--- src/sv/rar_div.sv ---
// Restoring divider, one quotient bit per cycle.
// Depends on nothing.
module rar_div #(
    parameter int P = 64
) (
    input  logic         i_clk,
    input  logic         i_rst_n,
    input  logic         i_start,
    input  logic [P-1:0] i_dividend,
    input  logic [P-1:0] i_divisor,
    output logic         o_done,
    output logic [P-1:0] o_quot
);

    localparam int CW = $clog2(P);

    logic          r_busy, n_busy;
    logic          r_done, n_done;
    logic [CW-1:0] r_cnt, n_cnt;
    logic [P-1:0]  r_rem, n_rem;
    logic [P-1:0]  r_q, n_q;
    logic [P-1:0]  r_dvs, n_dvs;
    logic [P:0]    w_sh, w_diff;

    always_comb begin
        w_sh   = {r_rem, r_q[P-1]};
        w_diff = w_sh - {1'b0, r_dvs};
        n_busy = r_busy;
        n_done = 1'b0;
        n_cnt  = r_cnt;
        n_rem  = r_rem;
        n_q    = r_q;
        n_dvs  = r_dvs;
        if (i_start) begin
            n_busy = 1'b1;
            n_cnt  = CW'(P - 1);
            n_rem  = '0;
            n_q    = i_dividend;
            n_dvs  = i_divisor;
        end else if (r_busy) begin
            if (!w_diff[P]) begin
                n_rem = w_diff[P-1:0];
                n_q   = {r_q[P-2:0], 1'b1};
            end else begin
                n_rem = w_sh[P-1:0];
                n_q   = {r_q[P-2:0], 1'b0};
            end
            if (r_cnt == '0) begin
                n_busy = 1'b0;
                n_done = 1'b1;
            end else begin
                n_cnt = r_cnt - CW'(1);
            end
        end
    end

    always_ff @(posedge i_clk) begin
        if (!i_rst_n) begin
            r_busy <= 1'b0;
            r_done <= 1'b0;
        end else begin
            r_busy <= n_busy;
            r_done <= n_done;
        end
        r_cnt <= n_cnt;
        r_rem <= n_rem;
        r_q   <= n_q;
        r_dvs <= n_dvs;
    end

    assign o_done = r_done;
    assign o_quot = r_q;

endmodule

--- config.mk ---
export PLATFORM = sky130hd
export DESIGN_NAME = rar_div
export DESIGN_NICKNAME = d
export VERILOG_FILES = /design/src/sv/rar_div.sv
export SDC_FILE = /design/constraint.sdc
export NUM_CORES = 1
export LEC_CHECK = 0
export BUFFER_PORTS_ARGS = -buffer_cell sky130_fd_sc_hd__buf_2
export CORE_MARGIN = 2
export CORE_UTILIZATION = 62
export DETAILED_ROUTE_END_ITERATION = 8
export PLACE_DENSITY = 0.95
export SETUP_SLACK_MARGIN = 0.02
export SYNTH_ARGS = -nofsm -noshare
export SYNTH_HDL_FRONTEND = slang
export SYNTH_SLANG_ARGS = --single-unit
--- constraint.sdc ---
create_clock -name i_clk -period 5.1 [get_ports i_clk]
set_input_delay 0.255 -clock i_clk [delete_from_list [all_inputs] [get_ports i_clk]]
set_output_delay 0.255 -clock i_clk [all_outputs]
set_load 0.01 [all_outputs]
==> summary.md <==
| Metric | Value |
|---|---|
| Multi-input gate area | 6030 µm² |
| CTS clock-pin slew for the worst setup and hold paths | 80 ps |
| Pint | 2.93 mW |
| Chip Height | 143 µm |
| Max VDD drop | 0.246 mV |
| Synth Net Count | 1400 |
| Post-CTS setup buffer count | 0 |
| Num ports | 196 |
| Setup WS pre-CTS | 1380 ps |
| CTS H-Tree Depth | 4 |
| Via count | 10225 |
| Synth warn | 0 |
| Gr usage total | 31.0% |
| DRC | 0 |
| Post-Syn Instances | 1202 |
| Routed len/inst | 18.7 µm |
| Slew margin rel. | 33.3% |
| Starting Density | 63.4% |
| Post-DP Area | 13000 µm² |
| Unique masters post-synth | 81 |
| Top post-synthesis cells by count | nand2_1 (153), edfxtp_1 (128), nor2_1 (97), a21oi_1 (87), inv_1 (81) |
| Pwr Total | 4.27 mW |
| Final Cell Area | 14200 µm² |
| Register bit total from synthesis | 200 |
| Register area share after synthesis | 44.4% |
| Vias per cell | 6.12 |
| Area growth syn-to-layout | 19.6% |
| Power share of the clock group | 33.4% |
| Most common cell in the netlist | nand2_1 |
| Max frequency | 262 MHz |
| Worst Clk Skew | 12.5 ps |
| Cell Rows | 50 |
| Placed wire-length estimate | 21200 µm |
| Worst slew pin tran | 1000 ps |
| Power per cell area | 300 nW/µm² |
| Hold WS | 23.9 ps |
| Core region area | 18800 µm² |
| Post-route setup TNS | 0 ps |
| CTS tree | done |
| Max cap viols | 0 |
| Final wirelength | 31200 µm |
| RSZ-0062 raised after global routing | false |
| Ys flop type | edfxtp_1 |
| Die area | 20300 µm² |
| Clock period minus worst slack | 3810 ps |
| Slowest cell on the critical path | buf_4 |
| PostCTS Resize Cnt | 0 |
| Final Net Count | 1622 |
| CTS Root Buffer Type | clkbuf_16 |
| Synth area leader | edfxtp_1 |
| Switching pwr | 1.35 mW |
| Number of synthesized flops with an enable pin | 128 |
| Final slew viol count | 0 |
| Sw frac | 31.5% |
| First-pass GRT wire length | 49800 µm |
| CP Max Fanout | 37 |
| Fraction of registers with async set/reset | 0% |
| Mean Syn Cell Area | 9.90 µm² |
| Antenna Cells | 0 |
| Part of the power in registers | 45.6% |
| Final worst-path cycle share | 74.8% |
| Crit path buf inv count | 2 |
| Crit path required time | 5450 ps |
| Initial antenna violation count | 0 |
| GRT overflow | 0 |
| Hold Crit Class | input port to flip-flop |
| Status | finished, final reports clean |
| Final setup vio count | 0 |
| Worst-Skew Late Latency | 450 ps |
| Clock Path Buffers | 2 |
| Share of the synthesized area in the top cell type | 32.3% |
| Largest net degree at the start of global routing | 69 |
| TritonRoute pass-1 iters | 8 |
| Crit start category | flip-flop |
| Gate power share | 21.0% |
| Layout cells sized above 1 | 24.1% |
| Area contributors post-synth | edfxtp_1 (32%), dfxtp_1 (12%), ha_1 (6.9%) |
| Synthesized area | 11900 µm² |
| Initial DRC Count | 1033 |
| Fillers | 1212 |
| # hold bufs at CTS | 62 |
| Pleak | 6.02 nW |
| Port-buffer cells | 195 |
| Worst setup margin | 1290 ps |
| Clock sink total | 200 |
| Family with the most delay on the worst path | compound AO/OA/AOI/OAI gates |
| Vias in the first global route | 10304 |
| Nature of the critical path endpoint | flip-flop |
| Worst path max stage delay | 430 ps |
| CTS buffer count | 17 |
| Post-route ant nets | 0 |
| Crit-path cells | inv_1, ha_1, fa_1, nand2b_1, a21oi_1, o21bai_2, a31oi_2, o211ai_2, a21boi_2, a221o_4, xor2_4, buf_4, nand2_1, a311oi_2 |
| Register area | 5290 µm² |
| WP data arrival | 4160 ps |
| Die Wd | 143 µm |
| Crit Path Class | flip-flop to flip-flop |
| Count of final hold-check violations | 0 |
| Final Wtd Congestion | 0.964 |
==> through the flow <==
| stage | instances | utilization (%) |
|---|---|---|
| 6_report | 1671 | 75.8 |
| 5_1_grt | 1671 | 75.8 |
| 4_1_cts | 1670 | 75.8 |
| 3_5_place_dp | 1576 | 69.1 |
| 3_3_place_gp | 1576 | 69.1 |
| 2_1_floorplan | 1202 | - |
==> worst register-to-register path: stages (launching register included) <==
cell and delay, ps:
edfxtp_1 380, inv_1 60, ha_1 220, fa_1 410, nand2b_1 190, a21oi_1 260, o21bai_2 120, a31oi_2 260
o211ai_2 170, a21boi_2 200, a221o_4 270, xor2_4 270, buf_4 430, nand2_1 190, a311oi_2 310
==> logic make-up after synthesis <==
logic type | share of synthesized area [%]
mux | 6.55
compound gates | 19.1
buf+inv | 5.03
xor+xnor | 5.08
fa+ha+maj | 7.11
simple gates | 12.7
flops | 44.4
==> layout by cell type, fill, tap and decap left out, drive strengths merged, types with 19 or more instances in the layout <==
master and count:
nand4 19, inv 89, xnor2 34, ha 66, a311oi 37, a21oi 88
nor2 98, dlygate4sd3 63, mux2 63, buf 203, dfxtp 72, edfxtp 128
o21ai 67, a21o 27, xor2 32, nand2 153
==> worst paths after layout <==
kind / startpoint / endpoint / slack (ps) / cells past startpoint
max reg2reg: o_quot[63] / r_rem[35] / 1290 / 14
min: i_divisor[1] / r_dvs[1] / 20 / 1
min reg2reg: r_rem[59] / r_rem[59] / 490 / 2
max: o_quot[63] / r_rem[35] / 1290 / 14
==> metal layers <==
metal  share of wire (%)  vias to the layer above  GRT usage [%]  wire, µm
met1                  40                     4755           37.8     12400
met5                   0                        -              0         0
li1                    -                     4810              -         -
met2                  49                      547           52.9     15300
met3                 7.1                      113           6.39      2230
met4                 4.2                        0           14.4      1300
==> power by group through the flow <==
stage	Combinational, mW	Sequential [mW]	Clock [mW]
finish	0.896	1.95	1.43
global route	0.972	1.96	1.50
CTS	0.872	1.94	1.43
detailed placement	0.826	1.98	0
global placement	0.800	1.97	0
floorplan	0.563	1.98	0
==> layout make-up <==
class / instances / share of cell area (%)
multi-input combinational: 858 / 42.4
timing repair buffer: 266 / 11.8
clock inverter: 15 / 1.46
sequential: 200 / 37.1
inverter: 81 / 2.14
clock buffer: 17 / 2.99
tap: 234 / 2.06
==> flip-flops by register name, indices dropped and copies added (netlist names) <==
name,count
r_dvs,64
r_rem,64
r_busy,1
r_cnt,6
o_done,1
o_quot,64
Power figures use the tool's default switching activity.
