==> src/sv/rar_gcd.sv <==
// Binary gcd unit: one shift or subtract-and-halve step per cycle.
// Also strips the common factors of two from copies of both operands.
// Depends on nothing.
module rar_gcd #(
    parameter int P = 64
) (
    input  logic         i_clk,
    input  logic         i_rst_n,
    input  logic         i_start,
    input  logic [P-1:0] i_x,
    input  logic [P-1:0] i_y,
    output logic         o_done,
    output logic [P-1:0] o_g,
    output logic [P-1:0] o_a,
    output logic [P-1:0] o_b
);

    logic         r_busy, n_busy;
    logic         r_done, n_done;
    logic [P-1:0] r_x, n_x;
    logic [P-1:0] r_y, n_y;
    logic [P-1:0] r_a, n_a;
    logic [P-1:0] r_b, n_b;
    logic [P:0]   w_dxy, w_dyx;

    always_comb begin
        w_dxy  = {1'b0, r_x} - {1'b0, r_y};
        w_dyx  = {1'b0, r_y} - {1'b0, r_x};
        n_busy = r_busy;
        n_done = 1'b0;
        n_x    = r_x;
        n_y    = r_y;
        n_a    = r_a;
        n_b    = r_b;
        if (i_start) begin
            n_busy = 1'b1;
            n_x    = i_x;
            n_y    = i_y;
            n_a    = i_x;
            n_b    = i_y;
        end else if (r_busy) begin
            if (r_x == r_y) begin
                n_busy = 1'b0;
                n_done = 1'b1;
            end else if (!r_x[0] && !r_y[0]) begin
                n_x = r_x >> 1;
                n_y = r_y >> 1;
                n_a = r_a >> 1;
                n_b = r_b >> 1;
            end else if (!r_x[0]) begin
                n_x = r_x >> 1;
            end else if (!r_y[0]) begin
                n_y = r_y >> 1;
            end else if (!w_dxy[P]) begin
                n_x = w_dxy[P:1];
            end else begin
                n_y = w_dyx[P:1];
            end
        end
    end

    always_ff @(posedge i_clk) begin
        if (!i_rst_n) begin
            r_busy <= 1'b0;
            r_done <= 1'b0;
        end else begin
            r_busy <= n_busy;
            r_done <= n_done;
        end
        r_x <= n_x;
        r_y <= n_y;
        r_a <= n_a;
        r_b <= n_b;
    end

    assign o_done = r_done;
    assign o_g    = r_x;
    assign o_a    = r_a;
    assign o_b    = r_b;

endmodule

==> config.mk <==
export PLATFORM = sky130hd
export DESIGN_NAME = rar_gcd
export DESIGN_NICKNAME = d
export VERILOG_FILES = /design/src/sv/rar_gcd.sv
export SDC_FILE = /design/constraint.sdc
export NUM_CORES = 1
export LEC_CHECK = 0
export BUFFER_PORTS_ARGS = -buffer_cell sky130_fd_sc_hd__buf_2
export CORE_MARGIN = 10
export CORE_UTILIZATION = 50
export DETAILED_ROUTE_END_ITERATION = 8
export PLACE_DENSITY_LB_ADDON = 0.15
export SETUP_SLACK_MARGIN = 0.3
export SLEW_MARGIN = 20
export SYNTH_ARGS = -nofsm -noshare
export SYNTH_HDL_FRONTEND = slang
export SYNTH_SLANG_ARGS = --single-unit
==> constraint.sdc <==
create_clock -name i_clk -period 9.7 [get_ports i_clk]
set_clock_uncertainty 0.1 [all_clocks]
set_input_delay 1.455 -clock i_clk [delete_from_list [all_inputs] [get_ports i_clk]]
set_output_delay 1.455 -clock i_clk [all_outputs]
set_load 0.005 [all_outputs]
==> impl_metrics.yaml <==
status:
  status: "finished, final reports clean"
routing:
  dr_total_vias: 16860
  drt-total-wl_mm: 66.59
  drt_pass1_iterations: 5
  drt-initial-drc-count: 1406
  wire_per_inst_um: 23.51
  drc: 0
  detail-route-antenna-nets: 0
  viasPerCell: 5.953
timing:
  fin_hold_ws_ns: 0.3844
  tns_ns: 0
  period_minus_slack_ns: 4.845
  fmax_mhz: 206.4
  setup_viol: 0
  hold_viol_final: 0
  slew_violations: 0
  setup_slack_ns: 4.855
  rsz0062_at_grt: "no"
  fin_crit_sh_pct: 49.95
  worst_pin_slew_ns: 1.048
  relSlewSlack_pct: 30.13
clock_tree:
  clock-root-buffer: "clkbuf_16"
  postCtsSetupBuffers: 0
  cts_max_level: 1
  cts_made_buffers: 30
  post_cts_resized: 0
  clockBufferDepth: 3
  path_clk_slew_ns: 0.06
  clock_sinks: 258
  cts_tree: "yes"
  insertion_delay_ns: 0.59
  cts_hold_buf: 0
setup_path:
  worstPathArrival_ns: 4.93
  crit_path_end_kind: "flip-flop"
  cp.required_ns: 9.79
  cp_max_fo: 63
  worstRegToRegCells: 11
  setup.worst_path.start_class: "flip-flop"
  crit_type: "reg2reg"
yosys:
  ys_types: 86
  synthCells: 2048
  yosysMostFrequentCell: "edfxtp_1"
  yosys_register_bits: 258
  synth_commonest_cells: "edfxtp_1, inv_1, a21oi_1"
  synth_edf_count: 256
  ys_warn_count: 0
  seq_area_frac_synth_pct: 39.46
  yosys_most_used_dff: "edfxtp_1"
  synth_top_area_cell: "edfxtp_1"
  syn_area_per_cell_um2: 9.562
  synth_top_cell_area_share_pct: 39.26
  synthesis.area_um2: 19580
  ys_async_sr_fraction_pct: 0
  synth_nets: 2311
  synthTopCellsByArea: "edfxtp_1, ha_1, mux2_2"
placement:
  place_ws_ns: 4.706
  dpl-instance-area_um2: 21380
  gp_congestion: 0.9634
  io_buffer_count: 323
  dp_hpwl_mm: 50.83
  place_inst: 2776
floorplanning:
  fp-row-count: 72
  core-area_um2: 38650
  die_area_um2: 47480
  start_util_pct: 50.67
  fp.dieH_um: 217.9
  io_pins: 324
  die_x_um: 217.9
grt:
  grt_pass1_wl_mm: 100.7
  grtUsageTotal_pct: 26.83
  grt_max_degree: 102
  gr-total-overflow: 0
  antenna_found_initial: 1
  grt_pass1_vias: 16640
layout:
  post-route-util_pct: 57.86
  fillCellCount: 3436
  fin_cells: 2832
  design_area_um2: 22360
  drive_above_1_share_pct: 23.13
  area_growth_pct: 14.20
  num-nets-final: 2553
min_path:
  min_path_type: "reg2reg"
  hold_depth: 2
power_and_ir_drop:
  finalPower_mw: 5.412
  irDropWorstVdd_mv: 0.1480
  power_leakage_nw: 9.639
  p_per_area_nw_per_um2: 242.0
flow_run:
  drv_cap: 0
## per-layer routing
metal  routed length [um]  track usage, %  share of wire, %
met1                30480           37.82                46
met2                29920           41.86                45
met3                 5124           5.534               7.7
met4                 1071           5.230               1.6
met5                    0               0                 0
## area by class of cell
class | count | area, um2 | share of cell area, %
multi-input cells | 1430 | 10410 | 46.55
flip-flops and latches | 258 | 7727 | 34.55
repair buffers | 334 | 1709 | 7.643
inverters | 236 | 885.9 | 3.961
clock buffers | 37 | 798.3 | 3.570
well taps | 518 | 648.1 | 2.898
clock inverters | 18 | 181.4 | 0.8113
diodes | 1 | 2.502 | 0.01119
## report_power, final
part           leakage, nW  internal, mW  total, mW  switching (mW)
combinational         6.63         0.955       2.67            1.72
sequential            2.53          1.46       1.60           0.136
clock                0.476         0.665       1.14           0.477
## state kept, by name (all words and copies together) (netlist names)
| signal | cells |
|---|---|
| o_a | 64 |
| o_b | 64 |
| o_g | 64 |
| r_y | 64 |
| o_done | 1 |
| r_busy | 1 |
## kinds of logic (layout without fill, tap and decap cells)
logic type	Yosys count	in the layout	synth area share (%)
AO/OA/AOI/OAI	726	726	24.44
XOR/XNOR	119	119	5.322
adder cells (fa/ha/maj)	132	132	8.511
buffers and inverters	360	625	7.616
flip-flops	258	258	39.46
multiplexers	111	111	6.370
other	0	1	0
AND/OR/NAND/NOR	342	342	8.281
## worst max-delay path, cell delays in order, from the launching register on
cell	delay (ns)
edfxtp_1	0.42
inv_1	0.07
ha_1	0.49
nand4_1	0.40
nor4_1	0.94
nand2_1	0.13
a21oi_2	0.21
o21a_1	0.16
nand2b_4	0.30
o21bai_1	0.14
a31oi_4	0.18
buf_4	0.84
## layout by cell type (no fill, tap or decap), types with 6 or more instances in the layout
| cell type | n |
|---|---|
| a211oi_1 | 7 |
| a21boi_0 | 6 |
| a21o_1 | 63 |
| a21oi_1 | 230 |
| a21oi_2 | 7 |
| a221o_1 | 6 |
| a221oi_1 | 60 |
| a22oi_1 | 55 |
| a31oi_1 | 9 |
| and2_1 | 11 |
| buf_2 | 322 |
| buf_4 | 11 |
| clkbuf_1 | 6 |
| clkbuf_16 | 31 |
| clkinv_1 | 7 |
| edfxtp_1 | 256 |
| ha_1 | 130 |
| inv_1 | 235 |
| mux2_2 | 109 |
| nand2_1 | 118 |
| nand2b_1 | 11 |
| nand3_1 | 11 |
| nand4_1 | 33 |
| nor2_1 | 87 |
| nor2b_1 | 13 |
| nor3_1 | 24 |
| o211ai_1 | 9 |
| o21a_1 | 23 |
| o21ai_0 | 121 |
| o21ai_1 | 30 |
| o21bai_1 | 32 |
| o311ai_0 | 6 |
| xnor2_1 | 73 |
| xor2_1 | 46 |
## worst paths after layout
check,end,from,slack [ns]
worst min-delay path,o_done$_SDFF_PP0_,r_busy$_SDFF_PN0_,0.38
worst min register to register,o_done$_SDFF_PP0_,r_busy$_SDFF_PN0_,0.38
worst max-delay path,o_g[26]$_DFFE_PP_,o_g[46]$_DFFE_PP_,4.86
worst max register to register,o_g[26]$_DFFE_PP_,o_g[46]$_DFFE_PP_,4.86
Power figures use the tool's default switching activity.
